==> config.mk <==
export PLATFORM = sky130hd
export DESIGN_NAME = swms_queue
export DESIGN_NICKNAME = d
export VERILOG_FILES = /design/src/rtl/swms_pkg.sv /design/src/rtl/swms_queue.sv
export SDC_FILE = /design/constraint.sdc
export NUM_CORES = 1
export LEC_CHECK = 0
export BUFFER_PORTS_ARGS = -buffer_cell sky130_fd_sc_hd__buf_4
export CORE_UTILIZATION = 55
export DETAILED_ROUTE_END_ITERATION = 6
export PLACE_DENSITY = 0.81
export SYNTH_ARGS = -nofsm -noshare
export SYNTH_HDL_FRONTEND = slang
export SYNTH_SLANG_ARGS = --single-unit
==> constraint.sdc <==
create_clock -name clock -period 3.1 [get_ports clock]
set_input_delay 0.155 -clock clock [delete_from_list [all_inputs] [get_ports clock]]
set_output_delay 0.155 -clock clock [all_outputs]
set_load 0.005 [all_outputs]
==> src/rtl/swms_pkg.sv <==
// ----------------------------------------------------------------------------
// swms_pkg: shared types and constants for the sliding window mode filter
// Holds the request/response word types and the configuration register map.
// ----------------------------------------------------------------------------
package swms_pkg;

   localparam int SAMPLE_W = 16;
   localparam int SUM_W    = 48;
   localparam int WSIZE_W  = 7;

   // register indexes
   localparam logic [0:0] REG_WINDOW_SIZE = 1'd0;

   typedef struct packed {
      logic [SAMPLE_W-1:0] sample;
      logic                restart;
   } req_word_type;

   typedef struct packed {
      logic [SAMPLE_W-1:0] mode;
      logic [SUM_W-1:0]    mode_sum;
      logic                sum_saturated;
   } rsp_word_type;

   // word passed from the front end to the back end
   typedef struct packed {
      logic [SAMPLE_W-1:0] sample;
      logic                restart;
      logic                emit;
      logic [WSIZE_W-1:0]  win;
   } job_type;

endpackage

==> src/rtl/swms_queue.sv <==
// ----------------------------------------------------------------------------
// swms_queue: two-entry job queue
// Decouples the front end from the back end.
// ----------------------------------------------------------------------------
module swms_queue
   import swms_pkg::*;
(
   input  logic    clock,
   input  logic    reset,
   input  logic    in_valid,
   output logic    in_stall,
   input  job_type in_job,
   output logic    out_valid,
   input  logic    out_stall,
   output job_type out_job
);

   job_type    mem_ff [2];
   logic       wp_ff, rp_ff;
   logic [1:0] cnt_ff;
   logic       push, pop;

   assign in_stall  = cnt_ff == 2'd2;
   assign out_valid = cnt_ff != 2'd0;
   assign out_job   = mem_ff[rp_ff];
   assign push      = in_valid && !in_stall;
   assign pop       = out_valid && !out_stall;

   always_ff @(posedge clock) begin
      if (push) mem_ff[wp_ff] <= in_job;
   end

   always_ff @(posedge clock) begin
      if (reset) begin
         wp_ff  <= 1'b0;
         rp_ff  <= 1'b0;
         cnt_ff <= 2'd0;
      end else begin
         if (push) wp_ff <= ~wp_ff;
         if (pop) rp_ff <= ~rp_ff;
         cnt_ff <= cnt_ff + 2'(push) - 2'(pop);
      end
   end

endmodule

; ---- Yosys cells after proc, flatten, opt, wreduce, memory -nomap -nowiden
; Memory sizes are Yosys's and may differ from the RTL's. A register that Yosys moved wholly into a read port is not among the register bits.
; Index checks and enable logic that the tools add are counted.
[word_totals]
ff_bits = 4
output_inout_bits = 27
n_memories = 1
mem_bits_rw = 50
in_bits = 29
elab_cells = 18
[memory_table]
columns = name, depth, word_bits, rd, rd_ports_with_merged_regs, write_ports, line_no
row1 = mem_ff, 2, 25, 1, 1, 1, swms_queue.sv:18  ; job_type mem_ff [2];
[classes]
bitwise_logic = 2
muxes = 4
reduce_logical = 5
n_eq_ne = 1
addsub = 2
[op_table]
columns = cell, n
row1 = 2-to-1 mux 1 bit, 4
row2 = adder 2 x 1 -> 2 bit, 1
row3 = == test 2 bit (second input constant), 1
row4 = logical AND 1 bit, 2
row5 = logical NOT 1 bit, 2
row6 = NOT 1 bit, 2
row7 = nonzero test 2 bit, 1
row8 = subtractor 2 x 1 -> 2 bit, 1

; ---- Logic depth before layout (Yosys ltp)
; Gate-level depths: netlist of the first run.
[depth]
ltp_word = 5
ltp_mapped = 8
ltp_nobuf = 8

; ---- Worst setup path before layout of the first run
; No wires, ideal clock.
[synth_path]
path_kind = register to register
startpoint = register cnt_ff[0]
endpoint = memory mem_ff[0][0] (netlist name) (enable)
slack_ns = 1.390
path_buffers = 0
stages_incl_launch_ff = 5
t_arrival_ns = 1.330
setup_ns = 0.380
path_cell_list = dfxtp_1 nand2b_2 inv_2 or3_1 inv_1
[synth_between]
elab_chain_cells = 5
[synth_lines]
columns = item, line_no
row1 = start: declaration, swms_queue.sv:20  ; logic [1:0] cnt_ff;
row2 = start signal: assignment, swms_queue.sv:41  ; cnt_ff <= cnt_ff + 2'(push) - 2'(pop);
row3 = == test 2 bit, swms_queue.sv:23  ; assign in_stall = cnt_ff == 2'd2;
row4 = named net in_stall, swms_queue.sv:11  ; output logic in_stall,
row5 = logical NOT 1 bit, swms_queue.sv:26  ; assign push = in_valid && !in_stall;
row6 = logical AND 1 bit, swms_queue.sv:26
row7 = 2-to-1 mux 1 bit, swms_queue.sv:30  ; if (push) mem_ff[wp_ff] <= in_job;
row8 = 2-to-1 mux 1 bit (implied by the code), swms_queue.sv:30
row9 = end: declaration, swms_queue.sv:18
; The timed path passes the listed nets, and every way through them passes these cells.

==> impl_results.md, run 1 <==
* Critical Setup Path Class: flip-flop to output port
* Largest buffer count on any clock path at 2
* Total wire length at 3.11 mm
* Cell leakage power at 0.999 nW
* Largest area contributor in the netlist: edfxtp_1
* Die height at 62.9 µm
* Top cells by area, synth: edfxtp_1, mux2_2, dfxtp_1, ha_1, a21oi_1
* Max Fclk at 479 MHz
* DRC at 0
* Vias/cell at 5.00
* Total CTS buffers at 5
* Pin count of the biggest net entering global routing at 26
* Tcrit/Tclk final at 0.674
* Slowest CP cell: dfxtp_1
* Share of cells above drive strength 1 at 0.533
* Fin crit period at 2.09 ns
* Post-CTS Setup Inserts at 0
* H-tree levels at 2
* CTS tree: done
* PostCTS Resize Cnt at 0
* Overall die width at 62.9 µm
* Post-DP Area at 2500 µm²
* First-pass GRT wire length at 4.99 mm
* Die ar. at 3950 µm²
* CTS Sinks at 55
* Worst-Margin Slew at 1.11 ns
* Final core utilization at 0.750
* Total track usage at 0.174
* Clock slew at the register clock pins of the worst setup and hold paths at 0.09 ns
* Post-DR wirelength/cell at 14.6 µm
* Drt initial violations at 44
* Crit path max fanout at 25
* Clock power frac at 0.202
* Design Area, Final at 2580 µm²
* RSZ-0062 raised after global routing: false
* Vias in the first global route at 1,088
* Pwr dens at 698 nW/µm²
* Syn nets at 137
* Final setup skew at 0.00549 ns
* Run status: complete, no violations
* Max Slew Vio Count at 0
* Routed vias at 1,065
* Min-delay worst type: primary input to flip-flop
* Synth top area share at 0.737
* Switch share at 0.242
* Max capacitance violation total at 0
* Placed Cells at 205
* # diodes at 0
* Worst setup EP type: output port
* Final net count at 197
* Detailed placer's ending HPWL at 2.15 mm
* Combinational share of power at 0.247
* Post-route ant nets at 0
* Maximum VDD drop at 429 µV
* Worst EP required at 2.94 ns
* Switching Power at 0.436 mW
* Worst slew margin at 0.259
* Final setup viols at 0
* Initial antenna violation count at 0
* Yosys warnings at 0
* IO Pins at 56
* Yosys cell types at 18
* Remaining Overflow, GRT at 0
* Core Rows at 21
* Core area at 3440 µm²
* Syn avg cell area at 19.2 µm²
* Slowest stage delay, CP at 1.06 ns
* Non-Filler Instances at 213
* Arrival @ worst endpoint at 1.93 ns
* Synth Instances at 106
* Placer congestion estimate at 0.658
* Crit start category: flip-flop
* Final Hold Vio Count at 0
* Hold buffer count at CTS at 0
* Setup TNS at 0 ns
* Reg power frac at 0.552
* Cell area after synthesis at 2040 µm²
* Clock root buffer: clkbuf_8
* Clk_lat worst skew at 0.29 ns
* Starting density of the core at 0.592
* CP cell instances: mux2_2 > buf_4
* P&R area growth vs syn at 26.6%
* Port buffer count at 55
* Pre-antenna DRT Iters at 4
* P_int at 1.37 mW
* Register bit total from synthesis at 55
* Register area share after synthesis at 0.786
==> critical path, delay by kind of cell (launching register included) <==
kind                   cells  cell delay (ns)
buffers and inverters      1             0.14
flip-flops                 1             1.06
multiplexers               1             0.44
==> logic make-up after synthesis <==
logic type / Yosys count / synth area share
DFF: 55 / 0.786
muxes: 25 / 0.138
AOI/OAI and AO/OA: 5 / 0.0123
buffers and inverters: 8 / 0.0190
xor gates and xnor gates: 2 / 0.00860
adders and majority gates: 2 / 0.0123
and+or+nand+nor: 9 / 0.0239
==> final timing paths <==
kind,end,cells after the start,slack (ns),startpoint
hold reg to reg,wp_ff$_SDFFE_PP0N_,2,0.52,wp_ff$_SDFFE_PP0N_
hold / removal,mem_ff[0][5]$_DFFE_PP_,1,0.04,in_job[5]
setup reg to reg,mem_ff[0][18]$_DFFE_PP_,4,1.14,cnt_ff[0]$_SDFF_PP0_
setup / recovery,out_job[19],2,1.01,flip-flop
==> sequential cells by signal, summed over array words and instances (netlist names), named ones only <==
signal and flops:
mem_ff 50, wp_ff 1, rp_ff 1, cnt_ff 2
==> metrics by stage <==
step / hold slack (ns) / total power [mW] / worst slack, ns
global route: 0.0256 / 1.89 / 0.893
finish: 0.0402 / 1.80 / 1.01
detailed placement: 0.342 / 1.46 / 1.11
floorplan: 0.224 / 1.23 / 1.39
global placement: 0.341 / 1.45 / 1.15
CTS: 0.0293 / 1.82 / 0.987
==> layer usage <==
layer | global-route usage | vias up | share of wire | wire [µm]
met5 | 0 | - | 0 | 0
met4 | 0.0698 | 0 | 0.0087 | 27
met3 | 0.0438 | 4 | 0.052 | 163
met2 | 0.297 | 41 | 0.52 | 1620
met1 | 0.209 | 501 | 0.42 | 1300
li1 | - | 519 | - | -
==> cell type report <==
| class | count | area [µm²] |
|---|---|---|
| Fill cell | 228 | 861 |
| Multi-Input combinational cell | 43 | 398 |
| Clock buffer | 6 | 72.6 |
| Inverter | 5 | 18.8 |
| Sequential cell | 55 | 1600 |
| Tap cell | 46 | 57.6 |
| Timing Repair Buffer | 56 | 420 |
| Clock inverter | 2 | 12.5 |
==> synthesized netlist by cell type <==
cell	n
edfxtp_1	50
mux2_2	25
dfxtp_1	5
inv_1	4
a21oi_1	3
nor2_1	3
buf_4	2
ha_1	2
o21ai_0	2
or3_1	2
and3_1	1
buf_2	1
inv_2	1
nand2_1	1
nand2b_2	1
nor2b_1	1
xnor2_1	1
xor2_1	1
==> layout by cell type (no fill, tap or decap) <==
master	netlist	final
inv_1	4	4
clkbuf_1	0	1
a21oi_1	3	3
dfxtp_1	5	5
or3_1	2	2
buf_4	2	56
ha_1	2	2
inv_2	1	1
nor2_1	3	3
mux2_2	25	25
clkinv_4	0	1
xor2_1	1	1
edfxtp_1	50	50
clkinv_1	0	1
nand2b_2	1	1
and3_1	1	1
xnor2_1	1	1
clkbuf_8	0	5
o21ai_0	2	2
nand2_1	1	1
nor2b_1	1	1
==> power by group through the flow <==
stage	Clock, mW	Combinational [mW]	Sequential [mW]
after floorplan	0	0.264	0.966
after global placement	0	0.443	1.01
after detailed placement	0	0.449	1.01
after CTS	0.375	0.453	0.997
after global routing	0.395	0.490	1.01
final	0.364	0.445	0.994
Note: power is estimated with default switching activity, not from simulation.
==> run 2: changes to the inputs <==
Settings changed: CORE_UTILIZATION 55 to 46, PLACE_DENSITY 0.81 to 0.72.
Clock period 3.1 ns to 1.8 ns, I/O delays scaled along.
==> impl_results.md, run 2 (synthesis gave the netlist of run 1 again) <==
* Run status: complete, no violations
* Grt met1 use at 0.195
* Fin crit period at 1.70 ns
* Worst Path Buf+Inv at 2
* # diodes at 0
* Min-delay worst type: primary input to flip-flop
* Remaining Overflow, GRT at 0
* Arrival @ worst endpoint at 1.61 ns
* Maximum VDD drop at 833 µV
* GR peak layer: met2
* Max capacitance violation total at 0
* Max reg flops at 50
* Core area at 4120 µm²
* Vias in the first global route at 1,307
* Detailed placer's ending HPWL at 2.57 mm
* Total track usage at 0.184
* CP cell instances: buf_4 > mux2_2 > buf_4
* CTS Sinks at 55
* Pre-antenna DRT Iters at 4
* Drt initial violations at 52
* Slowest CP cell: dfxtp_1
* Crit path max fanout at 11
* Worst setup EP type: output port
* Share of cells above drive strength 1 at 0.477
* Pin count of the biggest net entering global routing at 26
* H-tree levels at 2
* Post-route ant nets at 0
* Reg with most FFs: mem_ff
* Total wire length at 3.82 mm
* Total CTS buffers at 5
* Starting density of the core at 0.495
* Tcrit/Tclk final at 0.944
* Most frequent cells in the layout: buf_4, edfxtp_1, dlygate4sd3_1
* Met2 global-route usage at 0.320
* Max Fclk at 588 MHz
* DRC at 0
* Post-CTS Setup Inserts at 0
* Overall die width at 68.6 µm
* Crit start category: flip-flop
* P&R area growth vs syn at 42.4%
* Final net count at 227
* Post-DR wirelength/cell at 15.5 µm
* Most common cell on crit path: buf_4
* Commonest non-fill, non-tap cell in the layout: buf_4
* Clock slew at the register clock pins of the worst setup and hold paths at 0.09 ns
* Die ar. at 4700 µm²
* Critical Setup Path Class: flip-flop to output port
* Worst-Margin Slew at 0.339 ns
* Final setup viols at 0
* Top delay family on crit path: flip-flops
* Clk_lat worst skew at 0.30 ns
* Max Slew Vio Count at 0
* M3 GR Usage at 0.0526
* Vias/cell at 5.01
* Die height at 68.6 µm
* Largest registers: mem_ff x50, cnt_ff x2
* CTS tree: done
* Final Hold Vio Count at 0
* Port buffer count at 55
* Setup TNS at 0 ns
* Clock root buffer: clkbuf_8
* RSZ-0062 raised after global routing: false
* Worst slew margin at 0.774
* Final core utilization at 0.705
* Initial antenna violation count at 0
* Core Rows at 23
* Slowest stage delay, CP at 0.53 ns
* Pwr dens at 1160 nW/µm²
* Cell leakage power at 1.14 nW
* PostCTS Resize Cnt at 0
* First-pass GRT wire length at 5.82 mm
* Routed vias at 1,237
* Worst EP required at 1.71 ns
* IO Pins at 56
* Final setup skew at 0.00690 ns
* Largest buffer count on any clock path at 2
* Placer congestion estimate at 0.629
==> run 2: changes by cell type in the layout (fill, tap and decap cells not counted) <==
| cell | previous run | this run |
|---|---|---|
| clkinv_1 | 1 | 0 |
| clkinvlp_4 | 0 | 1 |
| clkinv_4 | 1 | 0 |
| bufinv_16 | 0 | 1 |
| buf_4 | 56 | 60 |
| dlygate4sd3_1 | 0 | 26 |
==> run 2: report_power, final <==
part           switching (mW)  internal, mW  leakage (nW)
logic                   0.372         0.545         0.577
clock network           0.376         0.415        0.0514
registers              0.0694          1.60         0.508
total                   0.817          2.56          1.14
==> run 2: tightest hold or removal path: cells and delay by family <==
family,cells,cell delay [ns]
AOI/OAI and AO/OA,1,0.07
buffers and inverters,1,0.09
and+or+nand+nor,1,0.11
==> run 2: path summary, 6_finish.rpt <==
path                              from                    to  slack (ns)  cells past startpoint
setup / recovery             flip-flop            out_job[8]        0.10                      3
hold / removal               out_stall    rp_ff$_SDFFE_PP0P_        0.11                      3
setup reg to reg  cnt_ff[1]$_SDFF_PP0_  cnt_ff[1]$_SDFF_PP0_        0.17                      8
hold reg to reg     wp_ff$_SDFFE_PP0N_    wp_ff$_SDFFE_PP0N_        0.52                      2
==> run 2: final cells by class <==
| class | instances | area, µm² |
|---|---|---|
| tap | 50 | 62.6 |
| fill | 276 | 1210 |
| sequential | 55 | 1600 |
| timing repair buffer | 86 | 711 |
| clock inverter | 2 | 37.5 |
| clock buffer | 6 | 72.6 |
| inverter | 5 | 18.8 |
| multi-input combinational | 43 | 398 |
==> run 2: stage by stage <==
| stage | hold slack (ns) | power, mW | instances | cell area [µm²] | setup slack (ns) |
|---|---|---|---|---|---|
| after floorplan | 0.159 | 2.12 | 106 | 2040 | 0.0903 |
| after global placement | 0.276 | 2.52 | 213 | 2530 | 0.303 |
| after detailed placement | 0.278 | 2.57 | 213 | 2530 | 0.189 |
| after CTS | 0.0880 | 3.40 | 247 | 2900 | 0.0825 |
| after global routing | 0.119 | 3.53 | 247 | 2900 | 0.0233 |
| final | 0.109 | 3.38 | 247 | 2900 | 0.100 |
==> run 2: routing by layer <==
metal  share of wire  vias to the layer above
li1                -                      576
met1            0.39                      601
met2            0.53                       49
met3           0.059                       11
met4           0.027                        0
met5               0                        -
==> run 2: timing repair <==
item                                   in CTS  in global routing
endpoints found under the hold margin      55                  0
setup endpoints to repair                   0                  0
hold buffers                               26                  0
