<file path="src/rtl/swms_pkg.sv">
// ----------------------------------------------------------------------------
// swms_pkg: shared types and constants for the sliding window mode filter
// Holds the request/response word types and the configuration register map.
// ----------------------------------------------------------------------------
package swms_pkg;

   localparam int SAMPLE_W = 16;
   localparam int SUM_W    = 48;
   localparam int WSIZE_W  = 7;

   // register indexes
   localparam logic [0:0] REG_WINDOW_SIZE = 1'd0;

   typedef struct packed {
      logic [SAMPLE_W-1:0] sample;
      logic                restart;
   } req_word_type;

   typedef struct packed {
      logic [SAMPLE_W-1:0] mode;
      logic [SUM_W-1:0]    mode_sum;
      logic                sum_saturated;
   } rsp_word_type;

   // word passed from the front end to the back end
   typedef struct packed {
      logic [SAMPLE_W-1:0] sample;
      logic                restart;
      logic                emit;
      logic [WSIZE_W-1:0]  win;
   } job_type;

endpackage

</file>
<file path="src/rtl/swms_front.sv">
// ----------------------------------------------------------------------------
// swms_front: input stage
// Accepts sample words, tracks fill level, decides whether a result follows.
// ----------------------------------------------------------------------------
module swms_front
   import swms_pkg::*;
#(
   parameter int MAX_WINDOW = 64,
   parameter int FW = $clog2(MAX_WINDOW+1)
) (
   input  logic               clock,
   input  logic               reset,
   input  logic               req_valid,
   output logic               req_stall,
   input  req_word_type       req_word,
   input  logic [WSIZE_W-1:0] win_size,
   output logic               job_valid,
   input  logic               job_stall,
   output job_type            job
);

   logic [FW-1:0] fill_ff, fill_in, fill_base;
   logic [FW-1:0] eff;
   logic          acc;

   assign req_stall = job_stall;
   assign acc       = req_valid && !req_stall;
   assign job_valid = req_valid;

   // clamp window size into 1..MAX_WINDOW
   always_comb begin
      if (win_size == '0) eff = FW'(1);
      else if (32'(win_size) > MAX_WINDOW) eff = FW'(MAX_WINDOW);
      else eff = FW'(win_size);
   end

   always_comb begin
      fill_base = req_word.restart ? '0 : fill_ff;
      fill_in   = (32'(fill_base) < MAX_WINDOW) ? fill_base + FW'(1) : fill_base;
   end

   always_comb begin
      job.sample  = req_word.sample;
      job.restart = req_word.restart;
      job.emit    = fill_in >= eff;
      job.win     = WSIZE_W'(eff);
   end

   always_ff @(posedge clock) begin
      if (reset) fill_ff <= '0;
      else if (acc) fill_ff <= fill_in;
   end

endmodule

</file>
<file path="config.mk">
export PLATFORM = sky130hd
export DESIGN_NAME = swms_front
export DESIGN_NICKNAME = d
export VERILOG_FILES = /design/src/rtl/swms_pkg.sv /design/src/rtl/swms_front.sv
export SDC_FILE = /design/constraint.sdc
export NUM_CORES = 1
export LEC_CHECK = 0
export ABC_AREA = 1
export BUFFER_PORTS_ARGS = -buffer_cell sky130_fd_sc_hd__buf_2
export CORE_MARGIN = 2
export CORE_UTILIZATION = 38
export DETAILED_ROUTE_END_ITERATION = 10
export GPL_TIMING_DRIVEN = 0
export PLACE_DENSITY = 0.8
export SETUP_SLACK_MARGIN = 0.15
export SLEW_MARGIN = 40
export SYNTH_ARGS = -nofsm -noshare
export SYNTH_HDL_FRONTEND = slang
export SYNTH_SLANG_ARGS = --single-unit
</file>
<file path="constraint.sdc">
create_clock -name clock -period 1.75 [get_ports clock]
set_clock_uncertainty 0.15 [all_clocks]
set_input_delay 0 -clock clock [delete_from_list [all_inputs] [get_ports clock]]
set_output_delay 0 -clock clock [all_outputs]
set_load 0.03 [all_outputs]
</file>
Word level (Yosys, flattened, before mapping)
Cells that the tools add are included.
{"block": "totals", "ff_bits": 7, "input_bits": 28, "out_inout_bits": 27, "wordCells": 12}
{"block": "classes", "n_addsub": 1, "n_lt_le_gt_ge": 3, "n_mux": 4, "reduce_logical": 3}
{"op": "two-way mux 7 bit", "n": 4}
{"op": "adder 7 x 1 -> 7 bit (second input constant)", "n": 1}
{"op": ">= comparator 7 bit", "n": 1}
{"op": "> comparator 7 bit (second input constant)", "n": 1}
{"op": "logical NOT 7 bit", "n": 1}
{"op": "less-than comparator 7 bit (second input constant)", "n": 1}
{"op": "logical AND 1 bit", "n": 1}
{"op": "logical NOT 1 bit", "n": 1}

Logic depth before layout (Yosys ltp)
Gate-level depths: netlist (run 1).
{"block": "logic_depth", "ltp_word": 4, "ltp_mapped": 12, "mapped_depth_nobuf": 12}

Worst setup path after synthesis (run 1)
No wires, ideal clock.
{"block": "synth_timing", "path_type": "input -> output", "from": "input port win_size[4]", "to": "output port job[7] (netlist name)", "arrival_time_ns": 1.824, "required_time_ns": 1.600, "slack_ns": -0.224, "path_stages": 8, "n_path_buf": 0, "cell_sequence": "nor2_1 > nand3_1 > o21ai_0 > ha_1 > o21ai_0 > a21boi_0 > o21bai_1 > nand2_1"}
{"element": "start, declared", "line": "swms_front.sv:16", "rtl": "input logic [WSIZE_W-1:0] win_size,"}
{"element": "end, declared", "line": "swms_front.sv:19", "rtl": "output job_type job"}

==> results of run 1 <==
-- synth_stat cells --
cell      count  area share [%]
nand4_1       3             2.2
nand2_1      22             9.8
nor2_4        1             1.3
xor2_1        1             1.0
nand3_2       2             2.4
buf_4        19              17
inv_1        25              11
o21bai_1      2             1.8
a21boi_0      1            0.89
dfxtp_1       7              17
inv_2         1            0.44
nand2_2       2             1.5
nand3_1       5             3.0
nand2_4       1             1.3
o21ai_1       2             1.2
nor2_1       11             4.9
inv_4         1            0.74
o21ai_0       7             4.1
ha_1          8              12
o21ai_2       1             1.0
nor2_2        2             1.5
clkbuf_1      1            0.44
a21oi_1       7             4.1
-- cells by family after synthesis --
kind of cell	count (synthesis)	synth area share [%]
DFF	7	16.57
buffers and inverters	47	29.59
adders and majority gates	8	11.83
xor gates and xnor gates	1	1.036
and+or+nand+nor	49	27.81
AOI/OAI and AO/OA	20	13.16
-- final cells by class --
class,instances,share of cell area (%)
flip-flops and latches,7,12.21
plain buffers,20,12.53
well taps,28,2.998
inverters,27,8.887
multi-input cells,78,41.97
repair buffers,41,19.16
clock buffers,4,2.248
-- layer usage --
layer	share of wire [%]	wire length [um]	GRT usage, %
met5	0	0	0
met4	1.1	21	6.757
met3	11	203	3.509
met2	47	885	26.41
met1	41	772	16.79
-- stage by stage --
stage	worst slack (ns)	instance area, um^2
final	-0.4332	1169
after detailed placement	-0.2806	1076
after CTS	-0.5053	1139
after floorplan	-0.06894	850.8
after global routing	-0.5525	1169
after global placement	-0.2684	1076
-- path summary, 6_finish.rpt --
| kind | start | endpoint | slack [ns] | depth (start not counted) |
|---|---|---|---|---|
| max reg2reg | fill_ff[1] | fill_ff[1] | 0.42 | 7 |
| max | fill_ff[1] | job[7] | -0.43 | 12 |
| min | req_valid | fill_ff[0] | 0.005 | 4 |
| min reg2reg | fill_ff[0] | fill_ff[0] | 0.41 | 2 |
-- report_power, final --
group | leakage [nW] | internal (W) | switching, W
registers | 0.0583 | 0.000170 | 0.00000823
clock network | 0.0150 | 0.0000876 | 0.0000682
logic | 0.639 | 0.000105 | 0.000159
-- worst reg2reg max path, cell delays in order, from the launching register on --
cell and delay [ns]:
dfxtp_2 0.34, inv_2 0.05, nor2_2 0.08, ha_2 0.27
nand2_1 0.08, o21ai_2 0.07, o21ai_0 0.15, inv_1 0.05
-- what timing repair did --
action                     in CTS  in global routing
hold buffers                    2                  0
hold endpoints to repair        7                  0
pin swaps                       4                  3
resized for setup               5                  7
setup endpoints to repair       1                  1
buffers inserted                1                  0
==> parameters.txt, run 1 <==
Parameter                              Value

Outcome
  Outcome ... complete, but fails checks
  Violated checks ... setup timing

Floorplanning
  Die area ... 2619 um^2
  Number of primary I/O pins ... 55
  Die extent in x ... 51.18 um
  Core Footprint ... 2148 um^2
  Die boundary height ... 51.18 um
  Initial core utilization ... 39.37%
  Number of placement rows ... 17

Clock tree
  Clock Tree Root ... clkbuf_4
  CTS H-tree lvls ... 1
  Maximum root-to-sink buffer count ... 2
  Clock slew at reported path FFs ... 0.06 ns
  Total clock sinks ... 7
  TritonCTS clock tree ... built
  Clock latency reported for the late side of the worst-skew pair ... 0.26 ns
  Clock buffers created by TritonCTS ... 3

Setup path
  Highest fanout seen on the critical path ... 3
  Worst path bufs/invs ... 3
  Nature of the critical path endpoint ... primary output
  Type of the worst setup path ... reg -> out
  Worst Setup Start Kind ... flop
  Cell chain of the critical path ... inv_2 -> nor2_2 -> ha_2 -> buf_4 -> nand4_1 -> nand2_1 -> ha_4 -> a21oi_2 -> o21bai_1 -> a21oi_1 -> nand2_2 -> buf_6
  Required time of the critical path ... 1.60 ns
  Arrival time at the worst endpoint ... 2.03 ns
  Stage delay of the slowest cell on the critical path ... 0.34 ns
  Crit-path leading delay family ... adder cells
  Standard cell with the maximum stage delay on the critical path ... dfxtp_2

Detailed routing
  DRC violation count after routing ... 0
  Vias post-DR ... 944
  First drt pass iteration count ... 5
  Drt wl/cell ... 9.185 um
  Total routed wirelength ... 1883 um
  Mean number of vias per cell ... 4.605
  Count of antenna-violating nets left after detailed routing ... 0
  Count of routing violations after the opening detailed-route iteration ... 10

Layout
  Filler cell count ... 226
  Final Non-Filler Cells ... 205
  Biggest regs ... fill_ff x7
  Number of flip-flops under the largest register name ... 7
  Diodes inserted ... 0
  Commonest non-fill, non-tap cells in the layout ... buf_2, inv_1, nand2_1, buf_4, nor2_1
  Layout cells sized above 1 ... 46.33%
  Final net count ... 214
  Register with the most flip-flops ... fill_ff
  Register area ... 142.6 um^2
  Area used by multi-input combinational logic ... 490.5 um^2
  Post-synthesis to final-layout area growth ... 38.17%
  Post-Route Utilization ... 54.40%
  Commonest non-fill, non-tap cell in the layout ... buf_2

STA
  Final WS setup ... -0.4332 ns
  Pins Over Slew Limit ... 0
  Total negative slack ... -0.4332 ns
  Final critical delay including setup and external delays ... 2.183 ns
  Slew @ Worst Pin ... 0.2362 ns
  RSZ-0062 raised after global routing ... true
  Final setup violating endpoints ... 1
  Fin Hold WS ... 0.005082 ns
  F_max ... 458.1 MHz
  Number of hold-slack violations in the final timing report ... 0
  Slew HR ... 84.15%
  Final worst path period share ... 124.8%

Synth
  Number of register bits inferred by synthesis ... 7
  Post-synthesis area per instance ... 6.408 um^2
  Synthesis Warnings ... 0
  Number of unique standard cell types used by synthesis ... 23
  Synthesized instance count ... 132
  Syn nets ... 168
  Area of the mapped netlist ... 845.8 um^2
  Sequential element share of the synthesized area ... 16.57%

Job
  Number of maximum-capacitance constraint violations ... 0

Global route
  First-pass GRT wire length ... 3001 um
  Number of antenna violations at the first check in global routing ... 0
  Gr usage total ... 14.93%
  Largest net degree at the start of global routing ... 11
  Vias in the first global route ... 802
  GRT Residual Overflow ... 0

Power
  Total design power ... 0.0005988 W
  Largest voltage drop on the vdd net ... 0.3824 mV
  Pleak ... 0.7122 nW
  Pwr dens ... 512.4 nW/um^2

Place
  PortBufs ... 38
  Total placed cells including tap cells ... 198
  Weighted congestion at the end of routability-driven global placement ... 0.7526
  Post-DP HPWL ... 1548 um

Worst hold path
  Type of the worst min-delay path ... in -> reg
Note: power is estimated with default switching activity, not from simulation.
==> run 2, diff against run 1 <==
--- a/config.mk
+++ b/config.mk
@@ -13,6 +13,7 @@
 export GPL_TIMING_DRIVEN = 0
 export PLACE_DENSITY = 0.8
 export SETUP_SLACK_MARGIN = 0.15
+export SKIP_CTS_REPAIR_TIMING = 1
 export SLEW_MARGIN = 40
 export SYNTH_ARGS = -nofsm -noshare
 export SYNTH_HDL_FRONTEND = slang
==> parameters.txt, run 2 (synthesis results as in run 1) <==
Parameter                              Value

Outcome
  Outcome ... complete, but fails checks (unchanged)
  Violated checks ... setup timing (unchanged)

Global route
  First-pass GRT wire length ... 2904 um (was 3001 um)
  Gr usage total ... 14.50% (was 14.93%)
  Largest net degree at the start of global routing ... 11 (unchanged)
  Vias in the first global route ... 763 (was 802)
  GRT Residual Overflow ... 0 (unchanged)
  Number of antenna violations at the first check in global routing ... 0 (unchanged)

STA
  Pins Over Slew Limit ... 0 (unchanged)
  Number of hold-slack violations in the final timing report ... 0 (unchanged)
  Final WS setup ... -0.4795 ns (was -0.4332 ns)
  F_max ... 448.5 MHz (was 458.1 MHz)
  Final worst path period share ... 127.4% (was 124.8%)
  Final critical delay including setup and external delays ... 2.229 ns (was 2.183 ns)
  RSZ-0062 raised after global routing ... true (unchanged)
  Slew HR ... 84.59% (was 84.15%)
  Slew @ Worst Pin ... 0.2296 ns (was 0.2362 ns)
  Final setup violating endpoints ... 1 (unchanged)

Detailed routing
  Count of routing violations after the opening detailed-route iteration ... 10 (unchanged)
  Drt wl/cell ... 9.249 um (was 9.185 um)
  Total routed wirelength ... 1896 um (was 1883 um)
  Vias post-DR ... 938 (was 944)
  First drt pass iteration count ... 4 (was 5)
  Count of antenna-violating nets left after detailed routing ... 0 (unchanged)
  DRC violation count after routing ... 0 (unchanged)
  Mean number of vias per cell ... 4.576 (was 4.605)

Layout
  Post-synthesis to final-layout area growth ... 38.61% (was 38.17%)
  Commonest non-fill, non-tap cell in the layout ... buf_2 (unchanged)
  Design Area, Final ... 1172 um^2 (was 1169 um^2)
  Layout cells sized above 1 ... 46.33% (unchanged)
  Final Non-Filler Cells ... 205 (unchanged)
  Final net count ... 214 (unchanged)
  Biggest regs ... fill_ff x7 (unchanged)
  Number of flip-flops under the largest register name ... 7 (unchanged)
  Filler cell count ... 227 (was 226)
  Post-Route Utilization ... 54.57% (was 54.40%)
  Diodes inserted ... 0 (unchanged)
  Register with the most flip-flops ... fill_ff (unchanged)
  Commonest non-fill, non-tap cells in the layout ... buf_2, inv_1, nand2_1, buf_4, nor2_1 (unchanged)

Clock tree
  Clock latency reported for the late side of the worst-skew pair ... 0.26 ns (about the same)
  Clock slew at reported path FFs ... 0.06 ns (about the same)
  CTS H-tree lvls ... 1 (unchanged)
  TritonCTS clock tree ... built (unchanged)
  Total clock sinks ... 7 (unchanged)
  Maximum root-to-sink buffer count ... 2 (unchanged)
  Clock Tree Root ... clkbuf_4 (unchanged)
  Clock buffers created by TritonCTS ... 3 (unchanged)

Place
  Total placed cells including tap cells ... 198 (unchanged)
  Place WS ... -0.2806 ns (unchanged)
  Post-DP HPWL ... 1548 um (unchanged)
  Weighted congestion at the end of routability-driven global placement ... 0.7526 (unchanged)
  PortBufs ... 38 (unchanged)
  Post-DP Area ... 1076 um^2 (unchanged)

Floorplanning
  Initial core utilization ... 39.37% (unchanged)
  Number of placement rows ... 17 (unchanged)
  Number of primary I/O pins ... 55 (unchanged)
  Die boundary height ... 51.18 um (unchanged)
  Core Footprint ... 2148 um^2 (unchanged)
  Die area ... 2619 um^2 (unchanged)
  Die extent in x ... 51.18 um (unchanged)

Power
  Total design power ... 0.0006003 W (was 0.0005988 W)
  Pleak ... 0.7103 nW (was 0.7122 nW)
  Largest voltage drop on the vdd net ... 0.3902 mV (was 0.3824 mV)
  Pwr dens ... 512.1 nW/um^2 (was 512.4 nW/um^2)

Setup path
  Worst Setup Start Kind ... flop (unchanged)
  Beginning of the worst register-to-register path ... fill_ff[1] (unchanged)
  Highest fanout seen on the critical path ... 3 (unchanged)
  Crit-path leading delay family ... adder cells (unchanged)
  Type of the worst setup path ... reg -> out (unchanged)
  Critical Path Source ... fill_ff[1] (unchanged)
  Stage delay of the slowest cell on the critical path ... 0.34 ns (about the same)
  Cell chain of the critical path ... inv_2 -> nor2_2 -> ha_2 -> buf_4 -> nand4_1 -> nand2_2 -> ha_4 -> a21oi_2 -> o21bai_1 -> a21oi_1 -> nand2_2 -> buf_6 (was inv_2 -> nor2_2 -> ha_2 -> buf_4 -> nand4_1 -> nand2_1 -> ha_4 -> a21oi_2 -> o21bai_1 -> a21oi_1 -> nand2_2 -> buf_6)
  Depth of the most critical reg-to-reg path ... 8 (was 7)
  Worst path bufs/invs ... 3 (unchanged)
  Standard cell with the maximum stage delay on the critical path ... dfxtp_2 (unchanged)
  Arrival time at the worst endpoint ... 2.08 ns (was 2.03 ns)
  Required time of the critical path ... 1.60 ns (about the same)
  Stages on the worst setup path ... 12 (unchanged)
  Nature of the critical path endpoint ... primary output (unchanged)
  Most frequent cell on the critical path ... nand2_2

Job
  Number of maximum-capacitance constraint violations ... 0 (unchanged)

Worst hold path
  Type of the worst min-delay path ... in -> reg (unchanged)
  Hold-critical path depth ... 4 (unchanged)
  Critical hold path startpoint ... req_valid (unchanged)
## run 2: cell count changes in the layout (fill, tap and decap cells not counted)
cell | previous run | this run
nand2_1 | 21 | 20
o21ai_1 | 3 | 4
o21ai_2 | 2 | 1
nand2_4 | 1 | 2
## run 2: layer usage
layer	vias up	share of wire [%]	track usage (%)
met4	0	1.3	6.757
li1	487	-	-
met3	2	10	3.509
met2	42	47	24.68
met5	-	0	0
met1	407	41	16.96
## run 2: worst paths after layout
kind	slack, ns	to
worst max-delay path	-0.48	job[7]
worst min-delay path	0.006	fill_ff[0]
worst max register to register	0.40	fill_ff[4]
worst min register to register	0.41	fill_ff[0]
## run 2: worst min-delay path, stage by stage
cell,delay (ns)
buf_2,0.10
inv_1,0.08
nor2_4,0.07
a21oi_1,0.13
## run 2: cell type report
cell class	instances	area (um^2)	share of cell area, %
Tap cell	28	35.03	2.988
Buffer	20	146.4	12.49
Multi-Input combinational cell	78	494.2	42.16
Sequential cell	7	142.6	12.17
Inverter	27	103.9	8.858
Timing Repair Buffer	41	224.0	19.10
Clock buffer	4	26.28	2.241
## run 2: metrics by stage
| step | hold WS [ns] | setup TNS, ns |
|---|---|---|
| 2_1_floorplan | -0.03113 | -0.06894 |
| 3_3_place_gp | 0.1003 | -0.2684 |
| 3_5_place_dp | 0.1009 | -0.2806 |
| 4_1_cts | -0.08956 | -0.5755 |
| 5_1_grt | 0.03386 | -0.6003 |
| 6_report | 0.006060 | -0.4795 |
## run 2: where the power goes
part           switching, W  internal [W]  total [W]  leakage [nW]
Combinational      0.000159      0.000105   0.000264         0.637
Sequential       0.00000830      0.000170   0.000179        0.0583
Clock             0.0000703     0.0000877   0.000158        0.0150
Total              0.000237      0.000363   0.000600         0.710
==> run 3, diff against run 2 <==
--- a/config.mk
+++ b/config.mk
@@ -5,14 +5,13 @@
 export SDC_FILE = /design/constraint.sdc
 export NUM_CORES = 1
 export LEC_CHECK = 0
-export ABC_AREA = 1
 export BUFFER_PORTS_ARGS = -buffer_cell sky130_fd_sc_hd__buf_2
 export CORE_MARGIN = 2
-export CORE_UTILIZATION = 38
+export CORE_UTILIZATION = 37
+export CTS_CLUSTER_SIZE = 25
 export DETAILED_ROUTE_END_ITERATION = 10
 export GPL_TIMING_DRIVEN = 0
 export PLACE_DENSITY = 0.8
-export SETUP_SLACK_MARGIN = 0.15
 export SKIP_CTS_REPAIR_TIMING = 1
 export SLEW_MARGIN = 40
 export SYNTH_ARGS = -nofsm -noshare
==> parameters.txt, run 3 <==
Parameter                              Value

Layout
  Diodes inserted ... 0 (unchanged)
  Final net count ... 194 (was 214)
  Register area ... 142.6 um^2 (unchanged)
  Filler cell count ... 196 (was 227)
  Register with the most flip-flops ... fill_ff (unchanged)
  Biggest regs ... fill_ff x7 (unchanged)
  Area used by multi-input combinational logic ... 516.7 um^2 (was 494.2 um^2)
  Commonest non-fill, non-tap cell in the layout ... buf_2 (unchanged)
  Number of flip-flops under the largest register name ... 7 (unchanged)
  Commonest non-fill, non-tap cells in the layout ... buf_2, buf_4, nor2_1 (was buf_2, inv_1, nand2_1, buf_4, nor2_1)
  Post-synthesis to final-layout area growth ... 43.61% (was 38.61%)
  Layout cells sized above 1 ... 50.32% (was 46.33%)

Clock tree
  CTS H-tree lvls ... 1 (unchanged)
  Total clock sinks ... 7 (unchanged)
  Clock Tree Root ... clkbuf_4 (unchanged)
  Maximum root-to-sink buffer count ... 2 (unchanged)
  TritonCTS clock tree ... built (unchanged)
  Clock slew at reported path FFs ... 0.05 ns (was 0.06 ns)
  Clock latency reported for the late side of the worst-skew pair ... 0.24 ns (was 0.26 ns)
  Clock buffers created by TritonCTS ... 3 (unchanged)

Outcome
  Violated checks ... hold timing, setup timing (was setup timing)
  Outcome ... complete, but fails checks (unchanged)

Synth
  Post-synth top area share ... 18.69% (was 16.86%)
  Top FF cell, synth ... dfxtp_1 (unchanged)
  Synthesized instance count ... 109 (was 132)
  Leading cell types by total area after synthesis ... buf_4, dfxtp_1, ha_1 (unchanged)
  Async set-reset flop share out of synthesis ... 0% (unchanged)
  Syn nets ... 145 (was 168)
  Parity-gate share of the synthesized area counting xor and xnor cells ... 4.361% (was 1.036%)
  Yosys top cell by area ... buf_4 (unchanged)
  Fraction of the mapped netlist area in simple logic gates ... 24.14% (was 27.81%)
  Most frequently used cell type in the post-synthesis netlist ... buf_4 (was inv_1)
  Mux share of post-synthesis cell area ... 1.402% (was 0%)
  Adder-Cell Fraction of Synth Area ... 12.46% (was 11.83%)
  Compound-cell area share of the yosys netlist ... 16.67% (was 13.17%)
  Commonest cells post-synth ... buf_4, nor2_1, ha_1 (was inv_1, nand2_1, buf_4, nor2_1, ha_1)
  Post-synthesis area per instance ... 7.369 um^2 (was 6.408 um^2)
  Synthesis Warnings ... 0 (unchanged)
  Number of register bits inferred by synthesis ... 7 (unchanged)
  Number of enable flip-flop cells after synthesis ... 0 (unchanged)
  Sequential element share of the synthesized area ... 17.45% (was 16.57%)
  Number of unique standard cell types used by synthesis ... 29 (was 23)
  Combinational family with the most area after synthesis ... simple AND/OR/NAND/NOR gates (was buffers and inverters)
  Area of the mapped netlist ... 803.3 um^2 (was 845.8 um^2)

Global route
  Largest net degree at the start of global routing ... 11 (unchanged)
  GRT Residual Overflow ... 0 (unchanged)
  Gr usage total ... 14.17% (was 14.50%)
  Number of antenna violations at the first check in global routing ... 0 (unchanged)
  First-pass GRT wire length ... 2849 um (was 2904 um)
  Vias in the first global route ... 692 (was 763)

STA
  Final worst path period share ... 137.6% (was 127.4%)
  Number of hold-slack violations in the final timing report ... 3 (was 0)
  Final WS setup ... -0.6576 ns (was -0.4795 ns)
  Final setup violating endpoints ... 1 (unchanged)
  RSZ-0062 raised after global routing ... true (unchanged)
  Final critical delay including setup and external delays ... 2.408 ns (was 2.229 ns)
  Slew HR ... 72.62% (was 84.59%)
  Fin Hold WS ... -0.01105 ns (was 0.006060 ns)
  Slew @ Worst Pin ... 0.4099 ns (was 0.2296 ns)
  Total negative slack ... -0.6576 ns (was -0.4795 ns)
  F_max ... 415.3 MHz (was 448.5 MHz)
  Pins Over Slew Limit ... 0 (unchanged)

Detailed routing
  First drt pass iteration count ... 4 (unchanged)
  Count of antenna-violating nets left after detailed routing ... 0 (unchanged)
  Count of routing violations after the opening detailed-route iteration ... 9 (was 10)
  Mean number of vias per cell ... 4.603 (was 4.576)
  Vias post-DR ... 847 (was 938)
  Total routed wirelength ... 1866 um (was 1896 um)
  DRC violation count after routing ... 0 (unchanged)
  Drt wl/cell ... 10.14 um (was 9.249 um)

Floorplanning
  Initial core utilization ... 40.12% (was 39.37%)
  Die boundary height ... 50.60 um (was 51.18 um)
  Core Footprint ... 2002 um^2 (was 2148 um^2)
  Die area ... 2560 um^2 (was 2619 um^2)
  Number of primary I/O pins ... 55 (unchanged)
  Die extent in x ... 50.60 um (was 51.18 um)
  Number of placement rows ... 16 (was 17)

Setup path
  Highest fanout seen on the critical path ... 4 (was 3)
  Critical Path Source ... fill_ff[0] (was fill_ff[1])
  Stages on the worst setup path ... 11 (was 12)
  Worst path bufs/invs ... 1 (was 3)
  Cell chain of the critical path ... nor2b_4 -> ha_4 -> nand4b_1 -> xor2_1 -> nor2_1 -> ha_1 -> a21oi_2 -> nor2_2 -> a211oi_2 -> o21ai_2 -> buf_6 (was inv_2 -> nor2_2 -> ha_2 -> buf_4 -> nand4_1 -> nand2_2 -> ha_4 -> a21oi_2 -> o21bai_1 -> a21oi_1 -> nand2_2 -> buf_6)
  Type of the worst setup path ... reg -> out (unchanged)
  Worst Setup Start Kind ... flop (unchanged)
  Critical Path Sink ... job[7] (unchanged)
  Beginning of the worst register-to-register path ... fill_ff[0] (was fill_ff[1])
  Stage delay of the slowest cell on the critical path ... 0.35 ns (was 0.34 ns)
  Reg2Reg Capture Point ... fill_ff[4] (unchanged)
  Nature of the critical path endpoint ... primary output (unchanged)
  Crit-path leading delay family ... adder cells (unchanged)
  Depth of the most critical reg-to-reg path ... 5 (was 8)
  Required time of the critical path ... 1.60 ns (about the same)
  Arrival time at the worst endpoint ... 2.26 ns (was 2.08 ns)
  Reg2Reg Setup Slack ... 0.07 ns (was 0.40 ns)
  Standard cell with the maximum stage delay on the critical path ... dfxtp_2 (unchanged)

Job
  Number of maximum-capacitance constraint violations ... 0 (unchanged)

Power
  Largest voltage drop on the vdd net ... 0.2877 mV (was 0.3902 mV)
  Pwr dens ... 460.3 nW/um^2 (was 512.1 nW/um^2)
  Pleak ... 0.6016 nW (was 0.7103 nW)

Place
  Post-DP HPWL ... 1468 um (was 1548 um)
  PortBufs ... 38 (unchanged)
  Weighted congestion at the end of routability-driven global placement ... 0.7695 (was 0.7526)

Worst hold path
  Type of the worst min-delay path ... in -> reg (unchanged)
  Hold-critical path depth ... 4 (unchanged)
[run 3: changes by cell type in the layout (fill, tap and decap cells not counted), sizes merged, moves of 3 or more]
cell / before / now
nand2: 25 / 7
nor3: 0 / 3
nand2b: 0 / 3
o21ai: 10 / 6
nand3: 7 / 2
buf: 58 / 64
inv: 27 / 7
nor2b: 0 / 4
[run 3: cells by family (layout without fill, tap and decap cells)]
| logic type | after synthesis | after routing |
|---|---|---|
| compound gates | 22 | 22 |
| xor+xnor | 4 | 4 |
| fa+ha+maj | 8 | 8 |
| buf+inv | 30 | 78 |
| flops | 7 | 7 |
| mux | 1 | 1 |
| simple gates | 37 | 37 |
[run 3: worst reg2reg max path: stages (launching register included)]
cell and delay [ns]:
dfxtp_2 0.35, nor2b_4 0.16, ha_4 0.15, nand4b_1 0.15, or4_1 0.51, a21oi_1 0.15
[run 3: metal layers]
metal | up-vias | global-route usage (%) | share of wire (%) | routed length [um]
met5 | - | 0 | 0 | 0
met4 | 0 | 8.108 | 0.43 | 8
met2 | 40 | 24.56 | 49 | 910
met3 | 2 | 1.786 | 7.1 | 132
met1 | 352 | 16.61 | 44 | 814
li1 | 453 | - | - | -
[run 3: stage by stage]
| stage | setup WS (ns) | cells | total power, W | utilization (%) | instance area [um^2] |
|---|---|---|---|---|---|
| 2_1_floorplan | -0.1875 | 109 | 0.0003188 | - | 815.8 |
| 3_3_place_gp | -0.4439 | 174 | 0.0003714 | 51.94 | 1040 |
| 3_5_place_dp | -0.5247 | 174 | 0.0003759 | 51.94 | 1040 |
| 4_1_cts | -0.7308 | 178 | 0.0005223 | 53.25 | 1066 |
| 5_1_grt | -0.8351 | 184 | 0.0005734 | 57.63 | 1154 |
| 6_report | -0.6576 | 184 | 0.0005310 | 57.63 | 1154 |
[run 3: worst min path at each step]
stage	endpoint	start
floorplan	fill_ff[0]	reset
global placement	job[19]	req_word[11]
detailed placement	job[20]	req_word[12]
CTS	fill_ff[0]	reset
global route	fill_ff[4]	req_word[0]
finish	fill_ff[0]	job_stall
[run 3: power by group]
| group | internal (W) | switching (W) | leakage [nW] | total, W |
|---|---|---|---|---|
| registers | 0.000163 | 0.00000290 | 0.0575 | 0.000166 |
| logic | 0.0000918 | 0.000130 | 0.529 | 0.000222 |
| clock network | 0.0000868 | 0.0000561 | 0.0150 | 0.000143 |
| total | 0.000342 | 0.000189 | 0.602 | 0.000531 |
[run 3: layout make-up]
class | instances | share of cell area (%)
multi-input cells | 72 | 44.79
clock buffers | 4 | 2.278
plain buffers | 23 | 14.21
flip-flops and latches | 7 | 12.36
well taps | 27 | 2.928
repair buffers | 44 | 21.15
inverters | 7 | 2.278
